File: src/design/tle_pkg.sv
// Shared constants, types, weight table and microcode store of the loss interval estimator.
package tle_pkg;

  localparam int unsigned MaxIntervalsDef = 9;
  localparam int unsigned WeightCount     = 8;

  localparam int unsigned SeqW    = 16;
  localparam int unsigned IntW    = 16;
  localparam int unsigned WeightW = 4;
  localparam int unsigned WsumW   = 6;
  localparam int unsigned SumW    = 22;
  localparam int unsigned FracW   = 8;
  localparam int unsigned DivW    = SumW + FracW;
  localparam int unsigned AvgW    = 24;
  localparam int unsigned WidxW   = 3;
  localparam int unsigned PcW     = 3;
  localparam int unsigned LoopW   = 4;

  typedef enum logic [2:0] {
    OP_WAIT,
    OP_MAC,
    OP_MAX,
    OP_DIV,
    OP_OUT
  } op_e;

  typedef enum logic [1:0] {
    COND_NEVER,
    COND_NO_INPUT,
    COND_LOOP,
    COND_OUT_BUSY
  } cond_e;

  typedef logic [PcW-1:0]   pc_t;
  typedef logic [LoopW-1:0] loop_t;

  typedef struct packed {
    op_e   op;
    cond_e cond;
    pc_t   jmp;
    pc_t   nxt;
    loop_t last;
  } ucode_t;

  localparam pc_t StepWait = 3'd0;
  localparam pc_t StepMac  = 3'd1;
  localparam pc_t StepMax  = 3'd2;
  localparam pc_t StepDiv  = 3'd3;
  localparam pc_t StepOut  = 3'd4;

  localparam loop_t MacLast = LoopW'(WeightCount - 1);
  localparam loop_t DivLast = LoopW'(DivW / 2 - 1);

  // The program: the jump target is taken when the condition holds, else the next step.
  function automatic ucode_t ucode_rom(input pc_t pc);
    ucode_t w;
    case (pc)
      StepWait: w = '{op: OP_WAIT, cond: COND_NO_INPUT, jmp: StepWait, nxt: StepMac,
                      last: '0};
      StepMac:  w = '{op: OP_MAC, cond: COND_LOOP, jmp: StepMac, nxt: StepMax,
                      last: MacLast};
      StepMax:  w = '{op: OP_MAX, cond: COND_NEVER, jmp: StepDiv, nxt: StepDiv,
                      last: '0};
      StepDiv:  w = '{op: OP_DIV, cond: COND_LOOP, jmp: StepDiv, nxt: StepOut,
                      last: DivLast};
      StepOut:  w = '{op: OP_OUT, cond: COND_OUT_BUSY, jmp: StepOut, nxt: StepWait,
                      last: '0};
      default:  w = '{op: OP_WAIT, cond: COND_NEVER, jmp: StepWait, nxt: StepWait,
                      last: '0};
    endcase
    return w;
  endfunction

  // Interval weights in tenths, newest interval first.
  function automatic logic [WeightW-1:0] weight_tenths(input logic [WidxW-1:0] k);
    logic [WeightW-1:0] w;
    case (k)
      3'd0, 3'd1, 3'd2, 3'd3: w = 4'd10;
      3'd4:                   w = 4'd8;
      3'd5:                   w = 4'd6;
      3'd6:                   w = 4'd4;
      3'd7:                   w = 4'd2;
      default:                w = '0;
    endcase
    return w;
  endfunction

endpackage

File: src/design/tle_if.sv
// Valid/ready channel interfaces for packet items and estimate results.
interface tle_in_if;
  import tle_pkg::*;

  logic            valid;
  logic            ready;
  logic [SeqW-1:0] seq_num;
  logic            restart;

  modport source (output valid, output seq_num, output restart, input ready);
  modport sink   (input valid, input seq_num, input restart, output ready);
endinterface

interface tle_out_if;
  import tle_pkg::*;

  logic            valid;
  logic            ready;
  logic            valid_res;
  logic [AvgW-1:0] avg_interval_q8;
  logic [IntW-1:0] current_interval;

  modport source (output valid, output valid_res, output avg_interval_q8,
                  output current_interval, input ready);
  modport sink   (input valid, input valid_res, input avg_interval_q8,
                  input current_interval, output ready);
endinterface

File: src/design/tfrc_loss_interval_estimator.sv
// Loss interval estimator: interval history, weighted sums and Q8 average, run by microcode.
// From the transfer of an item to its result in the output register the sequencer runs the
// multiply-accumulate steps, a compare, the divider steps and a load; the history is updated
// at the transfer. An item is finished before the next is taken: the load step waits while
// an unread result is held, and a new item is taken only in the wait step.
// Reset (rst_ni low, asynchronous) empties the history: newest interval 0, one interval
// in use, expected sequence 0, no loss seen, sequencer in the wait step, output empty.
module tfrc_loss_interval_estimator #(
  parameter int unsigned MAX_INTERVALS = tle_pkg::MaxIntervalsDef
) (
  input logic       clk_i,
  input logic       rst_ni,
  tle_in_if.sink    in_i,
  tle_out_if.source out_o
);
  import tle_pkg::*;

  // The count must be able to hold MAX_INTERVALS itself.
  localparam int unsigned CntW      = $clog2(MAX_INTERVALS + 1);
  // The working copy holds one entry beyond the eight weights for the older sum.
  localparam int unsigned WorkDepth = WeightCount + 1;
  localparam int unsigned LoadN     = (MAX_INTERVALS < WorkDepth) ? MAX_INTERVALS : WorkDepth;
  localparam int unsigned CmpW      = CntW + WidxW;

  // Sequencer.
  pc_t    pc_q, pc_d;
  loop_t  loop_q, loop_d;
  ucode_t uc;
  logic   cond_true;

  // Architectural state of the estimator.
  logic [IntW-1:0] store_q [MAX_INTERVALS];
  logic [IntW-1:0] store_d [MAX_INTERVALS];
  logic [CntW-1:0] count_q, count_d;
  logic [SeqW-1:0] exp_q, exp_d;
  logic            seen_q, seen_d;

  // Datapath registers.
  logic [IntW-1:0]  work_q [WorkDepth];
  logic [IntW-1:0]  work_d [WorkDepth];
  logic [SumW-1:0]  sum_new_q, sum_new_d;
  logic [SumW-1:0]  sum_old_q, sum_old_d;
  logic [WsumW-1:0] wsum_q, wsum_d;
  logic [DivW-1:0]  quo_q, quo_d;
  logic [WsumW-1:0] rem_q, rem_d;

  // Output register.
  logic            out_valid_q, out_valid_d;
  logic            res_valid_q;
  logic [AvgW-1:0] res_avg_q;
  logic [IntW-1:0] res_cur_q;
  logic            out_load;
  logic            res_valid;

  logic                    in_fire;
  logic [WidxW-1:0]        widx;
  logic [CmpW-1:0]         term_pos;
  logic                    term_used;
  logic [WeightW-1:0]      w_eff;
  logic [IntW+WeightW-1:0] prod_new;
  logic [IntW+WeightW-1:0] prod_old;
  logic [SumW-1:0]         best;
  logic [WsumW:0]          div_r1, div_r2;
  logic [WsumW-1:0]        div_m1;
  logic                    div_b1, div_b2;

  // ---------------------------------------------------------------------------------------
  // Microcode fetch and branch. Each control word names the datapath operation, a branch
  // condition, a taken target and a fall-through target. Loop steps repeat until the loop
  // counter reaches the limit carried in the control word.
  // ---------------------------------------------------------------------------------------
  assign uc = ucode_rom(pc_q);

  always_comb begin
    case (uc.cond)
      COND_NEVER:    cond_true = 1'b0;
      COND_NO_INPUT: cond_true = !in_i.valid;
      COND_LOOP:     cond_true = (loop_q != uc.last);
      COND_OUT_BUSY: cond_true = out_valid_q && !out_o.ready;
      default:       cond_true = 1'b0;
    endcase
  end

  assign pc_d   = cond_true ? uc.jmp : uc.nxt;
  assign loop_d = (cond_true && (uc.cond == COND_LOOP)) ? loop_q + 1'b1 : '0;

  // Items are taken only in the wait step.
  assign in_i.ready = (uc.op == OP_WAIT);
  assign in_fire    = in_i.valid && (uc.op == OP_WAIT);

  // ---------------------------------------------------------------------------------------
  // Multiply-accumulate step. The working copy shifts one place per step, so the newest
  // unsummed interval is always at entry zero and its older neighbor at entry one. A term
  // counts only while its older neighbor is among the intervals in use.
  // ---------------------------------------------------------------------------------------
  assign widx      = loop_q[WidxW-1:0];
  assign term_pos  = CmpW'(widx) + CmpW'(1);
  assign term_used = (term_pos < CmpW'(count_q));
  assign w_eff     = term_used ? weight_tenths(widx) : '0;
  assign prod_new  = work_q[0] * w_eff;
  assign prod_old  = work_q[1] * w_eff;
  assign best      = (sum_new_q > sum_old_q) ? sum_new_q : sum_old_q;

  // ---------------------------------------------------------------------------------------
  // Divider step: two restoring quotient bits per cycle. The remainder stays below the
  // weight sum, so it fits the weight sum's width.
  // ---------------------------------------------------------------------------------------
  assign div_r1 = {rem_q, quo_q[DivW-1]};
  assign div_b1 = (div_r1 >= {1'b0, wsum_q});
  assign div_m1 = div_b1 ? WsumW'(div_r1 - {1'b0, wsum_q}) : div_r1[WsumW-1:0];
  assign div_r2 = {div_m1, quo_q[DivW-2]};
  assign div_b2 = (div_r2 >= {1'b0, wsum_q});

  // The estimate is meaningful once a gap has been seen and two intervals are in use.
  assign res_valid = seen_q && (count_q >= CntW'(2));
  assign out_load  = (uc.op == OP_OUT) && !cond_true;

  always_comb begin
    store_d     = store_q;
    count_d     = count_q;
    exp_d       = exp_q;
    seen_d      = seen_q;
    work_d      = work_q;
    sum_new_d   = sum_new_q;
    sum_old_d   = sum_old_q;
    wsum_d      = wsum_q;
    quo_d       = quo_q;
    rem_d       = rem_q;
    out_valid_d = out_valid_q && !out_o.ready;

    case (uc.op)
      OP_WAIT: begin
        sum_new_d = '0;
        sum_old_d = '0;
        wsum_d    = '0;
        if (in_fire) begin
          if (in_i.restart) begin
            // History is emptied and this packet opens the first interval.
            for (int j = 0; j < MAX_INTERVALS; j++) begin
              store_d[j] = '0;
            end
            store_d[0] = IntW'(1);
            count_d    = CntW'(1);
            seen_d     = 1'b0;
            exp_d      = in_i.seq_num + 1'b1;
          end else if (in_i.seq_num == exp_q) begin
            // In order: lengthen the open interval, saturating.
            if (store_q[0] != '1) begin
              store_d[0] = store_q[0] + 1'b1;
            end
            exp_d = exp_q + 1'b1;
          end else begin
            // Any other sequence number is a gap, also one behind the expected number.
            for (int j = 1; j < MAX_INTERVALS; j++) begin
              store_d[j] = store_q[j-1];
            end
            store_d[0] = IntW'(1);
            if (count_q < CntW'(MAX_INTERVALS)) begin
              count_d = count_q + 1'b1;
            end
            exp_d  = in_i.seq_num + 1'b1;
            seen_d = 1'b1;
          end
          for (int j = 0; j < WorkDepth; j++) begin
            work_d[j] = '0;
          end
          for (int j = 0; j < LoadN; j++) begin
            work_d[j] = store_d[j];
          end
        end
      end

      OP_MAC: begin
        sum_new_d = sum_new_q + SumW'(prod_new);
        sum_old_d = sum_old_q + SumW'(prod_old);
        wsum_d    = wsum_q + WsumW'(w_eff);
        for (int j = 0; j < WorkDepth - 1; j++) begin
          work_d[j] = work_q[j+1];
        end
        work_d[WorkDepth-1] = '0;
      end

      OP_MAX: begin
        quo_d = {best, {FracW{1'b0}}};
        rem_d = '0;
      end

      OP_DIV: begin
        rem_d = div_b2 ? WsumW'(div_r2 - {1'b0, wsum_q}) : div_r2[WsumW-1:0];
        quo_d = {quo_q[DivW-3:0], div_b1, div_b2};
      end

      OP_OUT: begin
        if (out_load) begin
          out_valid_d = 1'b1;
        end
      end

      default: begin
      end
    endcase
  end

  always_ff @(posedge clk_i or negedge rst_ni) begin
    if (!rst_ni) begin
      pc_q        <= StepWait;
      loop_q      <= '0;
      count_q     <= CntW'(1);
      exp_q       <= '0;
      seen_q      <= 1'b0;
      out_valid_q <= 1'b0;
      for (int j = 0; j < MAX_INTERVALS; j++) begin
        store_q[j] <= '0;
      end
    end else begin
      pc_q        <= pc_d;
      loop_q      <= loop_d;
      count_q     <= count_d;
      exp_q       <= exp_d;
      seen_q      <= seen_d;
      out_valid_q <= out_valid_d;
      store_q     <= store_d;
    end
  end

  always_ff @(posedge clk_i) begin
    work_q    <= work_d;
    sum_new_q <= sum_new_d;
    sum_old_q <= sum_old_d;
    wsum_q    <= wsum_d;
    quo_q     <= quo_d;
    rem_q     <= rem_d;
    if (out_load) begin
      res_valid_q <= res_valid;
      res_avg_q   <= res_valid ? quo_q[AvgW-1:0] : '0;
      res_cur_q   <= res_valid ? store_q[0] : '0;
    end
  end

  assign out_o.valid            = out_valid_q;
  assign out_o.valid_res        = res_valid_q;
  assign out_o.avg_interval_q8  = res_avg_q;
  assign out_o.current_interval = res_cur_q;

endmodule

File: src/flat_wrapper.sv
// flat-port wrapper written by rule: the top's interface ports become plain ports
module tfrc_loss_interval_estimator_flat import tle_pkg::*;
#(
  parameter int unsigned MAX_INTERVALS = tle_pkg::MaxIntervalsDef
)
  (clk_i, rst_ni, in_i_valid, in_i_seq_num, in_i_restart, in_i_ready, out_o_valid, out_o_valid_res, out_o_avg_interval_q8, out_o_current_interval, out_o_ready);
  tle_in_if in_i_i ();
  tle_out_if out_o_i ();
  input logic clk_i;
  input logic rst_ni;
  input wire logic [$bits(in_i_i.valid)-1:0] in_i_valid;
  input wire logic [$bits(in_i_i.seq_num)-1:0] in_i_seq_num;
  input wire logic [$bits(in_i_i.restart)-1:0] in_i_restart;
  output wire logic [$bits(in_i_i.ready)-1:0] in_i_ready;
  output wire logic [$bits(out_o_i.valid)-1:0] out_o_valid;
  output wire logic [$bits(out_o_i.valid_res)-1:0] out_o_valid_res;
  output wire logic [$bits(out_o_i.avg_interval_q8)-1:0] out_o_avg_interval_q8;
  output wire logic [$bits(out_o_i.current_interval)-1:0] out_o_current_interval;
  input wire logic [$bits(out_o_i.ready)-1:0] out_o_ready;
  assign in_i_i.valid = in_i_valid;
  assign in_i_i.seq_num = in_i_seq_num;
  assign in_i_i.restart = in_i_restart;
  assign in_i_ready = in_i_i.ready;
  assign out_o_valid = out_o_i.valid;
  assign out_o_valid_res = out_o_i.valid_res;
  assign out_o_avg_interval_q8 = out_o_i.avg_interval_q8;
  assign out_o_current_interval = out_o_i.current_interval;
  assign out_o_i.ready = out_o_ready;
  tfrc_loss_interval_estimator #(.MAX_INTERVALS(MAX_INTERVALS)) u_core (.clk_i(clk_i), .rst_ni(rst_ni), .in_i(in_i_i), .out_o(out_o_i));
endmodule
File: config.mk
export PLATFORM = sky130hd
export DESIGN_NAME = tfrc_loss_interval_estimator_flat
export DESIGN_NICKNAME = d
export VERILOG_FILES = /design/src/design/tle_pkg.sv /design/src/design/tle_if.sv /design/src/design/tfrc_loss_interval_estimator.sv /design/src/flat_wrapper.sv
export SDC_FILE = /design/constraint.sdc
export NUM_CORES = 1
export LEC_CHECK = 0
export ABC_AREA = 1
export ABC_CLOCK_PERIOD_IN_PS = 11200
export BUFFER_PORTS_ARGS = -buffer_cell sky130_fd_sc_hd__buf_4
export CAP_MARGIN = 20
export CORE_ASPECT_RATIO = 0.8
export CORE_UTILIZATION = 45
export CTS_CLUSTER_DIAMETER = 30
export CTS_CLUSTER_SIZE = 30
export DETAILED_ROUTE_END_ITERATION = 8
export GPL_ROUTABILITY_DRIVEN = 0
export PLACE_DENSITY_LB_ADDON = 0.08
export REMOVE_ABC_BUFFERS = 1
export SYNTH_ARGS = -nofsm -noshare
export SYNTH_HDL_FRONTEND = slang
export SYNTH_SLANG_ARGS = --single-unit
File: constraint.sdc
create_clock -name clk_i -period 11.2 [get_ports clk_i]
set_input_delay 2.24 -clock clk_i [delete_from_list [all_inputs] [get_ports clk_i]]
set_output_delay 2.24 -clock clk_i [all_outputs]
set_load 0.05 [all_outputs]
=== Yosys cells after proc, flatten, opt, wreduce, memory -nomap -nowiden ===
Memories as Yosys holds them, arrays and structs flattened.
Cells that the tools add are included.

* Shift operators: 0
* Eq/ne operators: 16
* Reductions and logical operators: 18
* Magnitude comparators: 6
* Bitwise logic cells: 0
* Multiplexer cells: 28
* $add $sub $neg: 11
* Divide/modulo/power cells: 0
* Multiply operators: 2

{| class="wikitable"
|+ Operator list
! kind !! number
|-
| 144-bit 2-to-1 mux || 2
|-
| 144-bit one-hot mux with 2 select lines || 1
|-
| 128-bit 2-to-1 mux || 1
|-
| 22-bit one-hot mux with 2 select lines || 2
|-
| 15-bit one-hot mux with 5 select lines || 1
|-
| 16-bit 2-to-1 mux || 4
|-
| 30-bit one-hot mux with 2 select lines || 1
|-
| 16-bit by 1-bit adder with 16-bit output, second input constant || 3
|-
| 22-bit by 20-bit adder with 22-bit output || 2
|-
| 16-bit by 4-bit multiplier with 20-bit output || 2
|-
| 6-bit one-hot mux with 2 select lines || 2
|-
| 22-bit > comparator || 1
|-
| 22-bit 2-to-1 mux || 1
|-
| 4-bit 2-to-1 mux || 5
|-
| 16-bit == test || 1
|-
| 16-bit != test, second input constant || 1
|-
| 7-bit by 6-bit greater-or-equal comparator with 1-bit output || 2
|-
| 3-bit by 2-bit == test with 1-bit output, second input constant || 4
|-
| 6-bit 2-to-1 mux || 2
|-
| 6-bit subtractor || 2
|-
| 4-bit by 1-bit adder with 4-bit output, second input constant || 2
|-
| 7-bit by 4-bit less-than comparator with 1-bit output || 1
|-
| 6-bit by 4-bit adder with 6-bit output || 1
|-
| 3-bit by 1-bit == test with 1-bit output, second input constant || 2
|-
| 20 further kinds || 35
|}

* Bits in writable memories: 0
* Bits of input ports: 21
* Memories: 1
* Latch bits: 0
* Register bits after elaboration: 444
* ROM bits: 24

{| class="wikitable"
|+ Memories
! memory !! words !! width !! rd ports !! clocked after Yosys merged registers in !! wr ports !! line !! text
|-
| (name not given) || 8 || 3 || 1 || 0 || 0 || tle_pkg.sv:77 || <nowiki>case (k)</nowiki>
|}

=== Depth between registers and ports, before layout ===
Gate-level depths: netlist of run 1.

* Word-level depth: 8
* Depth in mapped cells: 29
* Gate-level depth less buffers: 28

=== Worst setup path after synthesis of run 1 ===
No wires, ideal clock.

* Path type: register to register
* From: register u_core.pc_q[1]
* To: register u_core.work_q[0] in the netlist's numbering (enable)
* Period minus slack after synthesis: 6.492 ns
* Path buffers: 2
* Setup slack: 4.708 ns
* Data arrival time: 5.270 ns
* Setup time: 1.221 ns
* Stages on the path, launching flop included: 10
* Cell sequence: dfrtp_1 -> inv_1 -> nor2_1 -> inv_1 -> nand3_1 -> nor2_1 -> inv_2 -> buf_2 -> buf_2 -> nand2_1

* Cells in the longest elaborated chain, start to end: 6

{| class="wikitable"
|+ RTL lines
! item !! line !! text
|-
| from (decl) || tfrc_loss_interval_estimator.sv:26 || <nowiki>pc_t pc_q, pc_d;</nowiki>
|-
| from (signal assigned) || tfrc_loss_interval_estimator.sv:206 || <nowiki>pc_q <= StepWait;</nowiki>
|-
| from (signal assigned) || tfrc_loss_interval_estimator.sv:216 || <nowiki>pc_q <= pc_d;</nowiki>
|-
| 3-bit == test, or another cell as far along || tle_pkg.sv:57 || <nowiki>case (pc)</nowiki>
|-
| 15-bit one-hot mux with 5 select lines (*) || tle_pkg.sv:57 ||
|-
| 3-bit logical NOT || tfrc_loss_interval_estimator.sv:89, tfrc_loss_interval_estimator.sv:131 ||
|-
| 1-bit logical AND || tfrc_loss_interval_estimator.sv:89 || <nowiki>assign in_fire = in_i.valid && (uc.op == OP_WAIT);</nowiki>
|-
| 2-bit by 1-bit != test with 1-bit output (no line) || n/a ||
|-
| 2-bit AND reduction (no line) (*) || n/a ||
|-
| to (signal assigned) || tfrc_loss_interval_estimator.sv:227 || <nowiki>work_q <= work_d;</nowiki>
|-
| to (decl) || tfrc_loss_interval_estimator.sv:39 || <nowiki>logic [IntW-1:0] work_q [WorkDepth];</nowiki>
|}

Mark *: on every way between the ends. The rest lies on a longest branch, timed or not.
A chain may end at the register's enable or synchronous reset.

=== Worst setup path in the final report of run 1 ===
* From: register u_core.loop_q[0]
* To: register u_core.sum_new_q[18], data pin

* Cells in the longest elaborated chain, start to end: 6

{| class="wikitable"
|+ RTL lines
! item !! line !! text
|-
| from (decl) || tfrc_loss_interval_estimator.sv:27 || <nowiki>loop_t loop_q, loop_d;</nowiki>
|-
| from (signal assigned) || tfrc_loss_interval_estimator.sv:217 || <nowiki>loop_q <= loop_d;</nowiki>
|-
| 3-bit by 1-bit adder with 4-bit output || tfrc_loss_interval_estimator.sv:97 || <nowiki>assign term_pos = CmpW'(widx) + CmpW'(1);</nowiki>
|-
| 7-bit by 4-bit less-than comparator with 1-bit output || tfrc_loss_interval_estimator.sv:98 || <nowiki>assign term_used = (term_pos < CmpW'(count_q));</nowiki>
|-
| 4-bit 2-to-1 mux (*) || tfrc_loss_interval_estimator.sv:99 || <nowiki>assign w_eff = term_used ? weight_tenths(widx) : '0;</nowiki>
|-
| 16-bit by 4-bit multiplier with 20-bit output (*) || tfrc_loss_interval_estimator.sv:100 || <nowiki>assign prod_new = work_q[0] * w_eff;</nowiki>
|-
| 22-bit by 20-bit adder with 22-bit output (*) || tfrc_loss_interval_estimator.sv:174 || <nowiki>sum_new_d = sum_new_q + SumW'(prod_new);</nowiki>
|-
| 22-bit one-hot mux with 2 select lines (*) || tfrc_loss_interval_estimator.sv:131 || <nowiki>case (uc.op)</nowiki>
|-
| to (signal assigned) || tfrc_loss_interval_estimator.sv:228 || <nowiki>sum_new_q <= sum_new_d;</nowiki>
|-
| to (decl) || tfrc_loss_interval_estimator.sv:41 || <nowiki>logic [SumW-1:0] sum_new_q, sum_new_d;</nowiki>
|}

Marked as above.

==> results_dict.tcl, run 1 <==
set metrics [dict create \
    drt_iter0_markers 2021 \
    layout-drive-gt1-share_pct 8.01 \
    io_pins 64 \
    ys_ff_latch 441 \
    synth-seq-area-share_pct 45.1 \
    critPathRequiredTime_ns 11.59 \
    final_util_pct 53.3 \
    finalCritPeriodShare_pct 53.8 \
    crit_family "adder cells" \
    synth_top_area_share_pct 29.3 \
    hold_class "flop to flop" \
    worst_slew_pin_slew_ns 1.10 \
    path_buf_inv 4 \
    cts-buffers-inserted 106 \
    drtPass1Iterations 6 \
    synth_edf_count 268 \
    numPortBuffers 63 \
    clkTransAtPathRegs_ns 0.05 \
    wire_per_inst_microns 17.8 \
    via_count 23200 \
    status "completed" \
    cts_hold_buf 0 \
    start_util_pct 45.7 \
    rows 80 \
    worstPathMaxFanout 30 \
    antenna_found_initial 0 \
    synth-warning-count 0 \
    cp-start-kind "flop" \
    slew_headroom_pct 26.5 \
    grt_max_degree 166 \
    ys_top_cells_by_area "edfxtp_1 (29%), dfrtp_1 (16%), nand2_1 (14%)" \
    cp_slowest_cell "o21ai_0" \
    cts_setup_buffers 0 \
    period_minus_slack_ns 6.03 \
    syn-cell-area_sq_um 27400 \
    grt_overflow 0 \
    yosys-top-cells-count "nand2_1 (1,013), inv_1 (458), nor2_1 (301), edfxtp_1 (268), nand3_1 (253)" \
    fin_skew_ns 0.0297 \
    cp_common_cell "nand2_1" \
    synthFlopType "edfxtp_1" \
    htree_levels 3 \
    dp_hpwl_microns 48400 \
    worstSkewPairLatency_ns 0.67 \
    tritoncts "built" \
    grt_pass1_vias 23100 \
    syn_inst 3398 \
    fillCellCount 5485 \
    synth.most_common_cell "nand2_1" \
    syn2layout_area_growth_pct 16.6 \
    cp-end-kind "flop" \
    synth-async-reset-ratio_pct 39.2 \
    die_w_microns 278 \
    maxCapViolCount 0 \
    cts_resized 0 \
    drv_slew 0 \
    worst-setup-path-type "flop to flop" \
    route.detailed.drc 0 \
    regArea_sq_um 12400 \
    drt-total-wl_microns 76300 \
    grt_first_pass_wirelength_microns 125000 \
    setup_violations 0 \
    critPathArrivalTime_ns 6.42 \
    cts_root_buf "clkbuf_16" \
    core_sq_um 60000 \
    multi_input_area_sq_um 12600 \
    yosysTopAreaCell "edfxtp_1" \
    grt_usage_pct 25.1 \
    die_area_sq_um 61900 \
    crit_chain "ha_1, or2_2, nand2_1, ha_1, a21oi_1, nand2_1, nand2_1, nand2_1, nor3_2, inv_1, nor2_1, fa_1, ha_1, inv_1, fa_1, inv_1, ha_1, a21oi_1, nand2_1, inv_1, o21ai_0, nand4_1, a21oi_1, nor2_1" \
    synth_cell_type_count 40 \
    timing.fmax_mhz 166 \
    nets 3638 \
    hold_viol_final 0 \
    cts.sinks 441 \
    rsz0062_at_grt "no" \
    ant_nets 0 \
    cts.path.max_buffers 3 \
    diodes 0 \
    via_per_inst 5.41 \
    die_h_microns 223 \
    synth_area_per_cell_sq_um 8.07 \
    crit_path_max_incr_delay_ns 0.58 \
]
-- sequential cells by signal, indices dropped and copies added (netlist names) --
register                       flops
u_core.store_q                   144
u_core.work_q                    144
u_core.quo_q                      30
u_core.out_o.avg_interval_q8      24
u_core.sum_new_q                  21
u_core.sum_old_q                  21
u_core.exp_q                      16
u_core.out_o.current_interval     16
u_core.rem_q                       6
u_core.wsum_q                      5
u_core.count_q                     4
u_core.loop_q                      4
u_core.pc_q                        3
u_core.out_o.valid                 1
u_core.out_o.valid_res             1
u_core.seen_q                      1
-- layer usage --
metal | share of wire, % | GRT usage [%] | wire, microns | vias to the layer above
met4 | 1.4 | 5.61 | 1060 | 0
met1 | 48 | 37.2 | 36900 | 11200
li1 | - | - | - | 11200
met5 | 0 | 0 | 0 | -
met3 | 6.2 | 4.56 | 4730 | 90
met2 | 44 | 38.2 | 33600 | 691
-- cell type report --
cell class                      instances  share of cell area (%)
Multi-Input combinational cell       2324                    39.4
Clock buffer                          134                    8.88
Inverter                              464                    5.49
Clock inverter                         66                    2.24
Timing Repair Buffer                   90                    2.27
Tap cell                              779                    3.05
Sequential cell                       441                    38.7
-- stage by stage --
stage / setup TNS [ns] / area [sq um] / std cells / setup WS, ns / hold WS [ns]
6_report: 0 / 32000 / 4298 / 5.17 / 0.466
5_1_grt: 0 / 32000 / 4298 / 4.75 / 0.489
4_1_cts: 0 / 31900 / 4297 / 5.22 / 0.470
3_5_place_dp: 0 / 28400 / 4097 / 5.24 / 0.457
3_3_place_gp: 0 / 28400 / 4097 / 5.31 / 0.453
2_1_floorplan: -539.95 / 26700 / 3229 / -3.43 / 0.441
-- placed cells by master, fill, tap and decap left out, types with 86 or more instances in the layout --
| master | n |
|---|---|
| clkbuf_16 | 107 |
| edfxtp_1 | 268 |
| a21oi_1 | 99 |
| buf_4 | 86 |
| ha_1 | 129 |
| nand3_1 | 253 |
| inv_1 | 457 |
| nand4_1 | 239 |
| nor2_1 | 297 |
| nand2_1 | 1011 |
| dfrtp_1 | 172 |
-- cells by family (layout without fill, tap and decap cells) --
kind of cell    Yosys count  in the layout  synth area share [%]
compound gates          214            214                  4.10
xor+xnor                 49             49                  1.56
fa+ha+maj               190            190                  10.3
buf+inv                 633            754                  9.17
flops                   441            441                  45.1
mux                       1              1                0.0365
simple gates           1870           1870                  29.7
-- worst min-delay path, stage by stage, from the launching register on --
cell     delay (ns)
dfrtp_1        0.33
nand2_1        0.05
nand2_1        0.06
-- final timing paths --
path,endpoint,from,slack (ns),depth (start not counted)
max,u_core.sum_new_q[18],u_core.loop_q[0],5.17,24
min,u_core.store_q[2],u_core.store_q[2],0.47,2
max in group asynchronous,u_core.store_q[81],rst_ni,7.62,3
min reg2reg,u_core.store_q[2],u_core.store_q[2],0.47,2
min in group asynchronous,u_core.store_q[30],rst_ni,1.62,1
max reg2reg,u_core.sum_new_q[18],u_core.loop_q[0],5.17,24
Power of run 1 is not shown: default switching activity piles up to over one toggle a cycle in this logic, so the estimate is an artifact.
==> run 2: changes to the inputs <==
- ABC_CLOCK_PERIOD_IN_PS: 11200 -> 6100
- clock period: 11.2 -> 6.1 ns (I/O delays scaled with it)
==> results_dict.tcl, run 2 (synthesis gave the netlist of run 1 again) <==
set metrics [dict create \
    worstPathMaxFanout 26 \
    critPathRequiredTime_ns 6.53 \
    rows 80 \
    cts.path.max_buffers 3 \
    numPortBuffers 63 \
    die_w_microns 278 \
    cp-end-kind "flop" \
    status "completed" \
    drtPass1Iterations 6 \
    r2r_slack_ns 0.67 \
    grt_overflow 0 \
    grt_pass1_vias 23000 \
    hold_class "flop to flop" \
    dp_hpwl_microns 46400 \
    layout-drive-gt1-share_pct 8.42 \
    maxCapViolCount 0 \
    wire_per_inst_microns 17.3 \
    drt_iter0_markers 1870 \
    period_minus_slack_ns 5.43 \
    timing.fmax_mhz 184 \
    rsz0062_at_grt "no" \
    setup_violations 0 \
    final_common_cell "nand2_1" \
    gr-max-usage-layer "met2" \
    drv_slew 0 \
    via_per_inst 5.38 \
    worst_slew_pin_slew_ns 1.11 \
    final_cell_mix "nand2_1 (1,011), inv_1 (457), nor2_1 (297)" \
    worst-setup-path-type "flop to flop" \
    cts_root_buf "clkbuf_16" \
    io_pins 64 \
    grt_max_degree 174 \
    finalCritPeriodShare_pct 89.1 \
    route.detailed.drc 0 \
    start_util_pct 45.7 \
    critPathLaunch "u_core.loop_q[0]" \
    grtUsageMet1_pct 34.5 \
    finalSetupTns_ns 0 \
    die_area_sq_um 61900 \
    antenna_found_initial 0 \
    cts-buffers-inserted 104 \
    diodes 0 \
    nets 3638 \
    drt-total-wl_microns 74300 \
    tritoncts "built" \
    cts_hold_buf 0 \
    cts_resized 0 \
    reg2reg_depth 26 \
    cp-start-kind "flop" \
    timing.rr.start "u_core.loop_q[0]" \
    hold_viol_final 0 \
    fin_skew_ns 0.0251 \
    core_sq_um 60000 \
    crit_end "u_core.sum_old_q[13]" \
    cts_setup_buffers 0 \
    reg2reg_to "u_core.sum_old_q[13]" \
    grt_usage_pct 24.5 \
    htree_levels 3 \
    clkTransAtPathRegs_ns 0.05 \
    largestRegisters "u_core.store_q (144), u_core.work_q (144), u_core.quo_q (30)" \
    ant_nets 0 \
    slew_headroom_pct 26.1 \
    critPathArrivalTime_ns 5.87 \
    use_met2_pct 36.9 \
    met3_usage_pct 5.59 \
    grt_first_pass_wirelength_microns 122000 \
    die_h_microns 223 \
    worstSkewPairLatency_ns 0.66 \
    cts.sinks 441 \
    syn2layout_area_growth_pct 17.8 \
    via_count 23100 \
]
## run 2: cell types whose count changed in the layout (fill, tap and decap cells not counted), sizes merged
cell    delta
clkbuf    -16
buf        +3
bufinv    +14
inv        -1
clkinv     -2
## run 2: final cells by class
class	instances	area, sq um
fill	5561	27700
multi-input combinational	2324	12600
sequential	441	12400
clock buffer	119	2730
inverter	464	1750
clock inverter	77	1140
tap	779	975
timing repair buffer	92	734
## run 2: worst min-delay path by stage
stage	from	endpoint	cells after the start
after floorplan	u_core.store_q[0]	u_core.store_q[0]	2
after global placement	u_core.store_q[12]	u_core.store_q[12]	2
after detailed placement	u_core.store_q[14]	u_core.store_q[14]	2
after CTS	u_core.store_q[14]	u_core.store_q[14]	2
after global routing	u_core.store_q[6]	u_core.store_q[6]	2
final	u_core.store_q[12]	u_core.store_q[12]	2
## run 2: stage by stage
step           cells  hold WS, ns  cell area (sq um)  util, %  setup slack [ns]
2_1_floorplan   3229        0.441              26700        -             -8.17
6_report        4296        0.467              32300     53.9             0.666
4_1_cts         4296        0.469              32300     53.9             0.766
3_3_place_gp    4100        0.453              28400     47.4             0.814
3_5_place_dp    4100        0.457              28400     47.4             0.794
5_1_grt         4296        0.492              32300     53.9             0.308
## run 2: critical path, cell delays in order, from the launching register on
cell     delay [ns]
dfrtp_1        0.41
ha_1           0.22
or2_2          0.31
nand2_1        0.07
ha_1           0.24
a21oi_1        0.13
nand2_1        0.07
nand2_1        0.06
nand2_1        0.09
a21oi_1        0.13
buf_4          0.15
inv_1          0.08
buf_4          0.23
nor2_1         0.14
fa_1           0.43
ha_1           0.30
inv_1          0.05
fa_1           0.51
inv_1          0.04
ha_1           0.37
a21oi_1        0.28
nor2_1         0.09
nor2_1         0.09
nand2_1        0.10
a21oi_1        0.22
o21ai_0        0.10
a21oi_1        0.31
## run 2: routing by layer
layer / up-vias / share of wire [%]
met2: 718 / 44
met3: 135 / 7.1
met4: 0 / 2.4
met5: - / 0
met1: 11000 / 46
li1: 11200 / -
Power of run 2 is left out for the same reason.
